$ cat src/hw/rtl/assert_macros.svh
// Assertion macros shared by the postfix evaluator modules.
`ifndef ASSERT_MACROS_SVH
`define ASSERT_MACROS_SVH

`ifndef NO_ASSERTIONS
`define PSEV_ASSERT(label, clk, rstn, prop) \
    label: assert property (@(posedge clk) disable iff (!rstn) prop) \
        else $error("assertion failed");
`define PSEV_NEVER(label, clk, rstn, cond) \
    label: assert property (@(posedge clk) disable iff (!rstn) !(cond)) \
        else $error("forbidden condition seen");
`else
`define PSEV_ASSERT(label, clk, rstn, prop)
`define PSEV_NEVER(label, clk, rstn, cond)
`endif

`endif

$ cat src/hw/rtl/psev_pkg.sv
// Types, constants and codes shared by the postfix evaluator modules.
package psev_pkg;

    localparam int VALUE_W       = 32;
    localparam int FRACTION_BITS = 16;
    localparam int STACK_DEPTH   = 16;
    localparam int DEPTH_W       = $clog2(STACK_DEPTH + 1);
    localparam int OUT_DEPTH_W   = 5;
    localparam int OPC_W         = 3;
    localparam int ERR_W         = 3;
    localparam int DIVIDEND_W    = VALUE_W + FRACTION_BITS;
    localparam int DIV_CNT_W     = $clog2(DIVIDEND_W);
    localparam int IN_TDATA_W    = 40;
    localparam int OUT_TDATA_W   = 40;

    localparam logic [VALUE_W-1:0] VAL_MAX = {1'b0, {(VALUE_W-1){1'b1}}};
    localparam logic [VALUE_W-1:0] VAL_MIN = {1'b1, {(VALUE_W-1){1'b0}}};

    localparam logic MODE_PUSH  = 1'b0;
    localparam logic MODE_APPLY = 1'b1;

    typedef enum logic [OPC_W-1:0] {
        OP_ADD  = 3'd0,
        OP_SUB  = 3'd1,
        OP_MUL  = 3'd2,
        OP_DIV  = 3'd3,
        OP_ZERO = 3'd4
    } opcode_t;

    typedef enum logic [ERR_W-1:0] {
        ERR_OK    = 3'd0,
        ERR_UNDER = 3'd1,
        ERR_OVER  = 3'd2,
        ERR_DIV0  = 3'd3,
        ERR_SAT   = 3'd4
    } err_t;

    typedef enum logic [1:0] {
        CELL_HOLD       = 2'd0,
        CELL_TAKE_ABOVE = 2'd1,
        CELL_TAKE_BELOW = 2'd2
    } cell_op_t;

    typedef enum logic [1:0] {
        STK_HOLD = 2'd0,
        STK_PUSH = 2'd1,
        STK_POP  = 2'd2
    } stack_op_t;

    typedef struct packed {
        logic               done;
        logic               sat;
        logic [VALUE_W-1:0] quotient;
    } div_res_t;

endpackage

$ cat src/hw/rtl/postfix_stack_evaluator_unit.sv
// Postfix expression evaluator over a shifting chain of Q16.16 stack cells.
// An accepted word moves from idle to execute and then to done, where its result word is loaded
// once the output is free; a multiply first takes the registered product in a multiply state, and a
// divide by a non-zero divisor waits in a divide state for the 48 iterations of the radix-2 divider.
// One word is in flight at a time, so a new word is taken only once the unit is idle again.
// Reset (aresetn low, synchronous) empties the stack and clears the output valid.
`include "assert_macros.svh"

module postfix_stack_evaluator_unit (
    input  logic                               aclk,
    input  logic                               aresetn,
    input  logic                               s_tvalid,
    output logic                               s_tready,
    // number [31:0], operator_code [34:32], zero fill [39:35]
    input  logic [psev_pkg::IN_TDATA_W-1:0]    s_tdata,
    // mode [0]
    input  logic                               s_tuser,
    output logic                               m_tvalid,
    input  logic                               m_tready,
    // top_value [31:0], stack_depth [36:32], error_code [39:37]
    output logic [psev_pkg::OUT_TDATA_W-1:0]   m_tdata
);

    localparam int VW = psev_pkg::VALUE_W;
    localparam int NC = psev_pkg::STACK_DEPTH;
    localparam int DPW = psev_pkg::DEPTH_W;

    typedef enum logic [4:0] {
        ST_IDLE = 5'b00001,
        ST_EXEC = 5'b00010,
        ST_MUL  = 5'b00100,
        ST_DIV  = 5'b01000,
        ST_DONE = 5'b10000
    } state_t;

    state_t                           state_reg, state_next;
    logic [DPW-1:0]                   depth_reg, depth_next;
    psev_pkg::err_t                   err_reg, err_next;
    logic                             mode_reg;
    logic [VW-1:0]                    number_reg;
    logic [psev_pkg::OPC_W-1:0]       opc_reg;
    logic                             m_tvalid_reg;
    logic [psev_pkg::OUT_TDATA_W-1:0] m_tdata_reg;
    logic signed [2*VW-1:0]           prod_reg;

    psev_pkg::stack_op_t              stack_op;
    psev_pkg::cell_op_t               cell_op [NC];
    logic [VW-1:0]                    cell_value [NC];
    logic [VW-1:0]                    wdata;
    logic                             div_start;
    psev_pkg::div_res_t               div_res;

    logic [VW-1:0]                    right_op;
    logic [VW-1:0]                    left_op;
    logic [VW:0]                      sum_wide;
    logic [VW:0]                      dif_wide;
    logic [VW-1:0]                    sum_val;
    logic [VW-1:0]                    dif_val;
    logic                             sum_sat;
    logic                             dif_sat;
    logic signed [2*VW-1:0]           prod_shift;
    logic                             prod_sat;
    logic [VW-1:0]                    prod_val;
    logic [VW-1:0]                    div0_val;
    logic                             accept_in;
    logic                             out_free;
    logic [VW-1:0]                    top_val;

    assign right_op = cell_value[0];
    assign left_op  = cell_value[1];

    assign sum_wide = {left_op[VW-1], left_op} + {right_op[VW-1], right_op};
    assign dif_wide = {left_op[VW-1], left_op} - {right_op[VW-1], right_op};
    assign sum_sat  = sum_wide[VW] ^ sum_wide[VW-1];
    assign dif_sat  = dif_wide[VW] ^ dif_wide[VW-1];
    assign sum_val  = sum_sat ? (sum_wide[VW] ? psev_pkg::VAL_MIN : psev_pkg::VAL_MAX)
                              : sum_wide[VW-1:0];
    assign dif_val  = dif_sat ? (dif_wide[VW] ? psev_pkg::VAL_MIN : psev_pkg::VAL_MAX)
                              : dif_wide[VW-1:0];

    always_ff @(posedge aclk) begin
        prod_reg <= (2*VW)'($signed(left_op)) * (2*VW)'($signed(right_op));
    end

    assign prod_shift = prod_reg >>> psev_pkg::FRACTION_BITS;
    assign prod_sat   = !((&prod_shift[2*VW-1:VW-1]) || !(|prod_shift[2*VW-1:VW-1]));
    assign prod_val   = prod_sat ? (prod_shift[2*VW-1] ? psev_pkg::VAL_MIN : psev_pkg::VAL_MAX)
                                 : prod_shift[VW-1:0];

    assign div0_val = left_op[VW-1] ? psev_pkg::VAL_MIN
                    : ((|left_op) ? psev_pkg::VAL_MAX : '0);

    assign accept_in = s_tvalid && s_tready;
    assign out_free  = !m_tvalid_reg || m_tready;
    assign s_tready  = (state_reg == ST_IDLE);

    always_comb begin
        state_next = state_reg;
        depth_next = depth_reg;
        err_next   = err_reg;
        stack_op   = psev_pkg::STK_HOLD;
        wdata      = number_reg;
        div_start  = 1'b0;
        case (state_reg)
            ST_IDLE: begin
                if (accept_in) begin
                    state_next = ST_EXEC;
                end
            end
            ST_EXEC: begin
                state_next = ST_DONE;
                err_next   = psev_pkg::ERR_OK;
                if (mode_reg == psev_pkg::MODE_PUSH) begin
                    if (depth_reg == DPW'(NC)) begin
                        err_next = psev_pkg::ERR_OVER;
                    end else begin
                        stack_op   = psev_pkg::STK_PUSH;
                        depth_next = depth_reg + DPW'(1);
                    end
                end else if (depth_reg < DPW'(2)) begin
                    err_next = psev_pkg::ERR_UNDER;
                end else begin
                    case (psev_pkg::opcode_t'(opc_reg))
                        psev_pkg::OP_ADD: begin
                            stack_op   = psev_pkg::STK_POP;
                            depth_next = depth_reg - DPW'(1);
                            wdata      = sum_val;
                            if (sum_sat) begin
                                err_next = psev_pkg::ERR_SAT;
                            end
                        end
                        psev_pkg::OP_SUB: begin
                            stack_op   = psev_pkg::STK_POP;
                            depth_next = depth_reg - DPW'(1);
                            wdata      = dif_val;
                            if (dif_sat) begin
                                err_next = psev_pkg::ERR_SAT;
                            end
                        end
                        psev_pkg::OP_MUL: begin
                            state_next = ST_MUL;
                        end
                        psev_pkg::OP_DIV: begin
                            if (right_op == '0) begin
                                stack_op   = psev_pkg::STK_POP;
                                depth_next = depth_reg - DPW'(1);
                                wdata      = div0_val;
                                err_next   = psev_pkg::ERR_DIV0;
                            end else begin
                                div_start  = 1'b1;
                                state_next = ST_DIV;
                            end
                        end
                        default: begin
                            stack_op   = psev_pkg::STK_POP;
                            depth_next = depth_reg - DPW'(1);
                            wdata      = '0;
                        end
                    endcase
                end
            end
            ST_MUL: begin
                stack_op   = psev_pkg::STK_POP;
                depth_next = depth_reg - DPW'(1);
                wdata      = prod_val;
                if (prod_sat) begin
                    err_next = psev_pkg::ERR_SAT;
                end
                state_next = ST_DONE;
            end
            ST_DIV: begin
                wdata = div_res.quotient;
                if (div_res.done) begin
                    stack_op   = psev_pkg::STK_POP;
                    depth_next = depth_reg - DPW'(1);
                    if (div_res.sat) begin
                        err_next = psev_pkg::ERR_SAT;
                    end
                    state_next = ST_DONE;
                end
            end
            ST_DONE: begin
                if (out_free) begin
                    state_next = ST_IDLE;
                end
            end
            default: begin
                state_next = ST_IDLE;
            end
        endcase
    end

    always_ff @(posedge aclk) begin
        if (!aresetn) begin
            state_reg    <= ST_IDLE;
            depth_reg    <= '0;
            err_reg      <= psev_pkg::ERR_OK;
            m_tvalid_reg <= 1'b0;
        end else begin
            state_reg <= state_next;
            depth_reg <= depth_next;
            err_reg   <= err_next;
            if (state_reg == ST_DONE && out_free) begin
                m_tvalid_reg <= 1'b1;
            end else if (m_tready) begin
                m_tvalid_reg <= 1'b0;
            end
        end
    end

    always_ff @(posedge aclk) begin
        if (accept_in) begin
            mode_reg   <= s_tuser;
            number_reg <= s_tdata[VW-1:0];
            opc_reg    <= s_tdata[VW+psev_pkg::OPC_W-1:VW];
        end
        if (state_reg == ST_DONE && out_free) begin
            m_tdata_reg <= {err_reg, psev_pkg::OUT_DEPTH_W'(depth_reg), top_val};
        end
    end

    assign top_val = (depth_reg != '0) ? cell_value[0] : '0;

    for (genvar i = 0; i < NC; i++) begin : g_cell
        logic [VW-1:0] above;
        logic [VW-1:0] below;

        if (i == 0) begin : g_head
            assign above = wdata;
        end else begin : g_body
            assign above = cell_value[i-1];
        end

        if (i == NC - 1) begin : g_tail
            assign below = cell_value[i];
        end else begin : g_inner
            assign below = cell_value[i+1];
        end

        always_comb begin
            case (stack_op)
                psev_pkg::STK_PUSH: cell_op[i] = psev_pkg::CELL_TAKE_ABOVE;
                psev_pkg::STK_POP:  cell_op[i] = (i == 0) ? psev_pkg::CELL_TAKE_ABOVE
                                                          : psev_pkg::CELL_TAKE_BELOW;
                default:            cell_op[i] = psev_pkg::CELL_HOLD;
            endcase
        end

        psev_cell u_cell (
            .aclk       (aclk),
            .op         (cell_op[i]),
            .from_above (above),
            .from_below (below),
            .value      (cell_value[i])
        );
    end

    psev_div u_div (
        .aclk    (aclk),
        .aresetn (aresetn),
        .start   (div_start),
        .left    (left_op),
        .right   (right_op),
        .res     (div_res)
    );

    assign m_tvalid = m_tvalid_reg;
    assign m_tdata  = m_tdata_reg;

    `PSEV_NEVER(a_depth_bound, aclk, aresetn, depth_reg > DPW'(NC))
    `PSEV_ASSERT(a_accept_to_exec, aclk, aresetn, accept_in |=> (state_reg == ST_EXEC))
    `PSEV_ASSERT(a_underflow_keeps_depth, aclk, aresetn,
        (state_reg == ST_EXEC && mode_reg == psev_pkg::MODE_APPLY && depth_reg < DPW'(2))
        |=> $stable(depth_reg))
    `PSEV_ASSERT(a_done_loads_output, aclk, aresetn,
        (state_reg == ST_DONE && out_free) |=> (m_tvalid_reg && state_reg == ST_IDLE))

endmodule

$ cat src/hw/rtl/psev_cell.sv
// One stack cell: holds one entry and takes its neighbor's entry on a shift.
module psev_cell (
    input  logic                           aclk,
    input  psev_pkg::cell_op_t             op,
    input  logic [psev_pkg::VALUE_W-1:0]   from_above,
    input  logic [psev_pkg::VALUE_W-1:0]   from_below,
    output logic [psev_pkg::VALUE_W-1:0]   value
);

    logic [psev_pkg::VALUE_W-1:0] value_reg;

    always_ff @(posedge aclk) begin
        case (op)
            psev_pkg::CELL_TAKE_ABOVE: value_reg <= from_above;
            psev_pkg::CELL_TAKE_BELOW: value_reg <= from_below;
            default:                   value_reg <= value_reg;
        endcase
    end

    assign value = value_reg;

endmodule

$ cat src/hw/rtl/psev_div.sv
// Radix-2 restoring divider for the Q16.16 quotient, one quotient bit per cycle.
`include "assert_macros.svh"

module psev_div (
    input  logic                           aclk,
    input  logic                           aresetn,
    input  logic                           start,
    input  logic [psev_pkg::VALUE_W-1:0]   left,
    input  logic [psev_pkg::VALUE_W-1:0]   right,
    output psev_pkg::div_res_t             res
);

    localparam int VW = psev_pkg::VALUE_W;
    localparam int DW = psev_pkg::DIVIDEND_W;
    localparam int CW = psev_pkg::DIV_CNT_W;
    localparam logic [CW-1:0] LAST_COUNT = CW'(DW - 1);

    logic          busy_reg;
    logic          done_reg;
    logic          neg_reg;
    logic [CW-1:0] count_reg;
    logic [DW-1:0] dq_reg;
    logic [VW-1:0] rem_reg;
    logic [VW-1:0] dsr_reg;

    logic [VW-1:0] abs_left;
    logic [VW-1:0] abs_right;
    logic [VW:0]   rem_shift;
    logic [VW:0]   diff;
    logic          fits;
    logic          last_step;
    logic          high_set;
    logic          pos_over;
    logic          neg_over;

    assign abs_left  = left[VW-1]  ? (~left + 1'b1)  : left;
    assign abs_right = right[VW-1] ? (~right + 1'b1) : right;
    assign rem_shift = {rem_reg, dq_reg[DW-1]};
    assign diff      = rem_shift - {1'b0, dsr_reg};
    assign fits      = !diff[VW];
    assign last_step = busy_reg && (count_reg == LAST_COUNT);

    always_ff @(posedge aclk) begin
        if (!aresetn) begin
            busy_reg  <= 1'b0;
            done_reg  <= 1'b0;
            count_reg <= '0;
        end else begin
            done_reg <= last_step;
            if (start) begin
                busy_reg  <= 1'b1;
                count_reg <= '0;
            end else if (busy_reg) begin
                busy_reg  <= !last_step;
                count_reg <= count_reg + 1'b1;
            end
        end
    end

    always_ff @(posedge aclk) begin
        if (start) begin
            dq_reg  <= {abs_left, {psev_pkg::FRACTION_BITS{1'b0}}};
            rem_reg <= '0;
            dsr_reg <= abs_right;
            neg_reg <= left[VW-1] ^ right[VW-1];
        end else if (busy_reg) begin
            dq_reg  <= {dq_reg[DW-2:0], fits};
            rem_reg <= fits ? diff[VW-1:0] : rem_shift[VW-1:0];
        end
    end

    // The magnitude may reach 2^31 only when the quotient is negative.
    assign high_set = |dq_reg[DW-1:VW];
    assign pos_over = high_set | dq_reg[VW-1];
    assign neg_over = high_set | (dq_reg[VW-1] & (|dq_reg[VW-2:0]));

    always_comb begin
        res.done = done_reg;
        if (neg_reg) begin
            res.sat      = neg_over;
            res.quotient = neg_over ? psev_pkg::VAL_MIN : (~dq_reg[VW-1:0] + 1'b1);
        end else begin
            res.sat      = pos_over;
            res.quotient = pos_over ? psev_pkg::VAL_MAX : dq_reg[VW-1:0];
        end
    end

    `PSEV_NEVER(a_start_while_busy, aclk, aresetn, start && busy_reg)
    `PSEV_ASSERT(a_done_after_last, aclk, aresetn, last_step |=> (done_reg && !busy_reg))

endmodule

$ cat config.mk
export PLATFORM = sky130hd
export DESIGN_NAME = postfix_stack_evaluator_unit
export DESIGN_NICKNAME = d
export VERILOG_FILES = /design/src/hw/rtl/psev_pkg.sv /design/src/hw/rtl/postfix_stack_evaluator_unit.sv /design/src/hw/rtl/psev_cell.sv /design/src/hw/rtl/psev_div.sv
export VERILOG_INCLUDE_DIRS = /design/src /design/src/hw/rtl
export SDC_FILE = /design/constraint.sdc
export NUM_CORES = 2
export LEC_CHECK = 0
export BUFFER_PORTS_ARGS = -buffer_cell sky130_fd_sc_hd__buf_2
export CORE_MARGIN = 8
export CORE_UTILIZATION = 45
export CTS_BUF_LIST = sky130_fd_sc_hd__clkbuf_16
export CTS_CLUSTER_DIAMETER = 60
export DETAILED_ROUTE_END_ITERATION = 8
export PLACE_DENSITY = 0.7
export SYNTH_ARGS = -nofsm -noshare
export SYNTH_HDL_FRONTEND = slang
export SYNTH_SLANG_ARGS = --single-unit
$ cat constraint.sdc
create_clock -name aclk -period 13.96 [get_ports aclk]
set_input_delay 2.792 -clock aclk [delete_from_list [all_inputs] [get_ports aclk]]
set_output_delay 2.792 -clock aclk [all_outputs]
set_load 0.03 [all_outputs]
==> results.sh <==
export IMPL_synth_sequential_area_ratio=0.297
export IMPL_drtAntennaViolNets=0
export IMPL_synth_nets=8413
export IMPL_yosysUniqueCellTypes=93
export IMPL_htree_levels=3
export IMPL_drv_slew=0
export IMPL_final_area_um2=79700
export IMPL_fin_skew_ps=64.0
export IMPL_syn_area_per_cell_um2=10.6
export IMPL_clock_latency_ps=750
export IMPL_fmax_mhz=96.6
export IMPL_cts_num_sinks=771
export IMPL_dpl_hpwl_mm=149
export IMPL_grt_busiest_layer="met2"
export IMPL_fill_cells=14600
export IMPL_p_comb_frac=0.632
export IMPL_stdcell_count=9147
export IMPL_root_buffer="clkbuf_16"
export IMPL_cts_hold_buf=0
export IMPL_path_delay_family="adder cells"
export IMPL_ctsResizeCount=0
export IMPL_crit_end="prod_reg[58]"
export IMPL_arrival_ps=10990
export IMPL_critical_path_class="flip-flop to flip-flop"
export IMPL_largest_register_ffs=512
export IMPL_final_seq_area_um2=22000
export IMPL_rsz0062_at_grt="no"
export IMPL_place_gp_congestion=0.927
export IMPL_hold_viol_final=0
export IMPL_multi_input_area_um2=46200
export IMPL_critPathMaxStageDelay_ps=1120
export IMPL_power_share_switching=0.441
export IMPL_cp_required_ps=14590
export IMPL_slew_headroom=0.0939
export IMPL_globalRouteMet1Util=0.296
export IMPL_drive_gt1_frac=0.116
export IMPL_reg2reg_from="g_cell[0].u_cell.value[13]"
export IMPL_cts_tree="done"
export IMPL_tightest_slew_ps=1360
export IMPL_row_count=148
export IMPL_placed_area_um2=76500
export IMPL_dieWidth_um=421
export IMPL_r2r_cells=25
export IMPL_synth_async_sr_flop_share=0
export IMPL_fin_crit_sh=0.742
export IMPL_r2r_end="prod_reg[58]"
export IMPL_power_switching_uw=6410
export IMPL_cts_buffer_depth=3
export IMPL_grt_usage=0.227
export IMPL_drc=0
export IMPL_setup_violations=0
export IMPL_grt_overflow=0
export IMPL_fin_setup_tns_ps=0
export IMPL_cp_num_cells=25
export IMPL_cts_made_buffers=95
export IMPL_rrSetupSlack_ps=3600
export IMPL_clkTransAtPathRegs_ps=60
export IMPL_cp_common_cell="fa_1"
export IMPL_antenna_found_initial=11
export IMPL_dp_cells=8959
export IMPL_cp_buffers_inverters=5
export IMPL_drtIter0Drc=4699
export IMPL_cts_setup_buffers=0
export IMPL_io_buffer_count=81
export IMPL_die_height_um=421
export IMPL_grt_use_met2=0.359
export IMPL_ys_ff_latch=771
export IMPL_grt_util_met3=0.0442
export IMPL_synth_edf_count=653
export IMPL_worstHoldPathType="flip-flop to flip-flop"
export IMPL_power_density_nw_per_um2=182
export IMPL_grt_pass1_vias=53600
export IMPL_fin_hold_ws_ps=438
export IMPL_grt_pass1_wl_mm=316
export IMPL_ir_worst_vdd_v=0.000258
export IMPL_synthCells=6999
export IMPL_ys_flop_type="edfxtp_1"
export IMPL_crit_path_start="g_cell[0].u_cell.value[13]"
export IMPL_leakage_uw=0.0336
export IMPL_netlist_area_um2=73900
export IMPL_maxCapViolCount=0
export IMPL_clkPwrFrac=0.169
export IMPL_nets=8295
export IMPL_startpoint_type="flip-flop"
export IMPL_min_period_ps=10360
export IMPL_critPathMaxFanout=25
export IMPL_first_pass_iters=8
export IMPL_p_total_uw=14500
export IMPL_p_int_uw=8120
export IMPL_seqPwrFrac=0.199
export IMPL_wl_per_cell_um=22.1
export IMPL_synth_warnings=0
export IMPL_crit_slowest_cell="a2111oi_1"
export IMPL_vias=51300
export IMPL_viasPerCell=5.61
export IMPL_routed_wirelength_mm=203
export IMPL_worstSetupEndpointType="flip-flop"
export IMPL_die_area_um2=178000
export IMPL_grt_max_degree=189
export IMPL_io_pin_count=87
export IMPL_areaGrowthSynthToFinish_pct=7.74
export IMPL_core_area_um2=163000
export IMPL_initial_core_util=0.454
export IMPL_outcome="finished, final reports clean"
-- worst register-to-register path: stages, from the launching register on --
cell and delay, ps:
edfxtp_1 840, buf_4 550, and2_1 230, fa_1 410, inv_1 80, fa_1 470, fa_1 590, fa_1 450
fa_1 550, inv_1 50, fa_1 470, fa_1 500, inv_1 50, fa_1 470, inv_1 40, ha_1 330
nand3_1 210, or3_1 420, a2111oi_1 1120, o21ai_1 480, o221ai_1 1020, a41o_1 350, a21o_1 160, a21oi_1 100
o211a_1 210, nor2_1 70
-- through the flow --
stage               utilization  setup WS, ps
CTS                       0.489          3900
floorplan                     -          1350
detailed placement        0.469          3960
global placement          0.469          4060
finish                    0.489          3600
global route              0.489          3330
-- cell usage after synthesis, types with 50 or more instances --
library cell | n | area (um2)
xor2_1 | 72 | 631
clkbuf_1 | 368 | 1380
inv_1 | 1119 | 4200
o21ai_0 | 229 | 1150
nand2_1 | 670 | 2510
a21oi_1 | 234 | 1170
mux2_2 | 414 | 4660
a31oi_1 | 59 | 369
and2_1 | 441 | 2760
dfxtp_1 | 118 | 2360
nor2_1 | 322 | 1210
fa_1 | 1084 | 21700
xnor2_1 | 137 | 1200
nand3_1 | 84 | 420
edfxtp_1 | 653 | 19600
nor3_1 | 50 | 250
ha_1 | 285 | 3570
-- cells in the final DEF (no fill, tap or decap), types with 84 or more instances in the layout --
cell type,netlist,final
edfxtp_1,653,653
nor2_1,322,320
dfxtp_1,118,117
fa_1,1084,1084
and2_1,441,440
nand3_1,84,84
buf_4,1,113
xnor2_1,137,137
a21oi_1,234,234
nand2_1,670,670
mux2_2,414,414
ha_1,285,283
inv_1,1119,1134
o21ai_0,229,229
clkbuf_16,0,99
-- worst min path at each step --
stage	startpoint	to	slack [ps]	cells past startpoint
final	g_cell[14].u_cell.value[13]	g_cell[15].u_cell.value[13]	440	0
after global routing	g_cell[14].u_cell.value[13]	g_cell[15].u_cell.value[13]	440	0
after CTS	g_cell[14].u_cell.value[13]	g_cell[15].u_cell.value[13]	440	0
after detailed placement	g_cell[14].u_cell.value[13]	g_cell[15].u_cell.value[13]	430	0
after global placement	g_cell[14].u_cell.value[21]	g_cell[15].u_cell.value[21]	430	0
after floorplan	err_reg[2]	m_tdata[39]	400	0
-- logic make-up (layout without fill, tap and decap cells) --
family	after synthesis	count (layout)	synth area share
AO/OA/AOI/OAI	866	866	0.0724
multiplexers	443	443	0.0670
AND/OR/NAND/NOR	1802	1802	0.118
adder cells (fa/ha/maj)	1370	1370	0.342
XOR/XNOR	209	209	0.0248
buffers and inverters	1538	1501	0.0787
flip-flops	771	771	0.297
other	0	10	0
-- power groups by stage --
stage	clock [uW]	combinational, uW	sequential, uW
after floorplan	0	6890	2870
after global placement	0	8920	2930
after detailed placement	0	9120	2930
after CTS	2510	9190	2880
after global routing	2590	10400	2890
final	2460	9180	2890
-- cell type report --
cell class / instances / share of cell area
Inverter: 1125 / 0.0531
Clock buffer: 99 / 0.0311
Timing Repair Buffer: 198 / 0.0167
Clock inverter: 79 / 0.00854
Tap cell: 2175 / 0.0342
Multi-Input combinational cell: 4690 / 0.580
Antenna cell: 10 / 0.000314
Sequential cell: 771 / 0.276
-- layer usage --
metal,part of all wire,up-vias
li1,-,22500
met1,0.40,26000
met2,0.46,2205
met3,0.084,584
met4,0.060,6
met5,0.00017,-
Power figures use the tool's default switching activity.
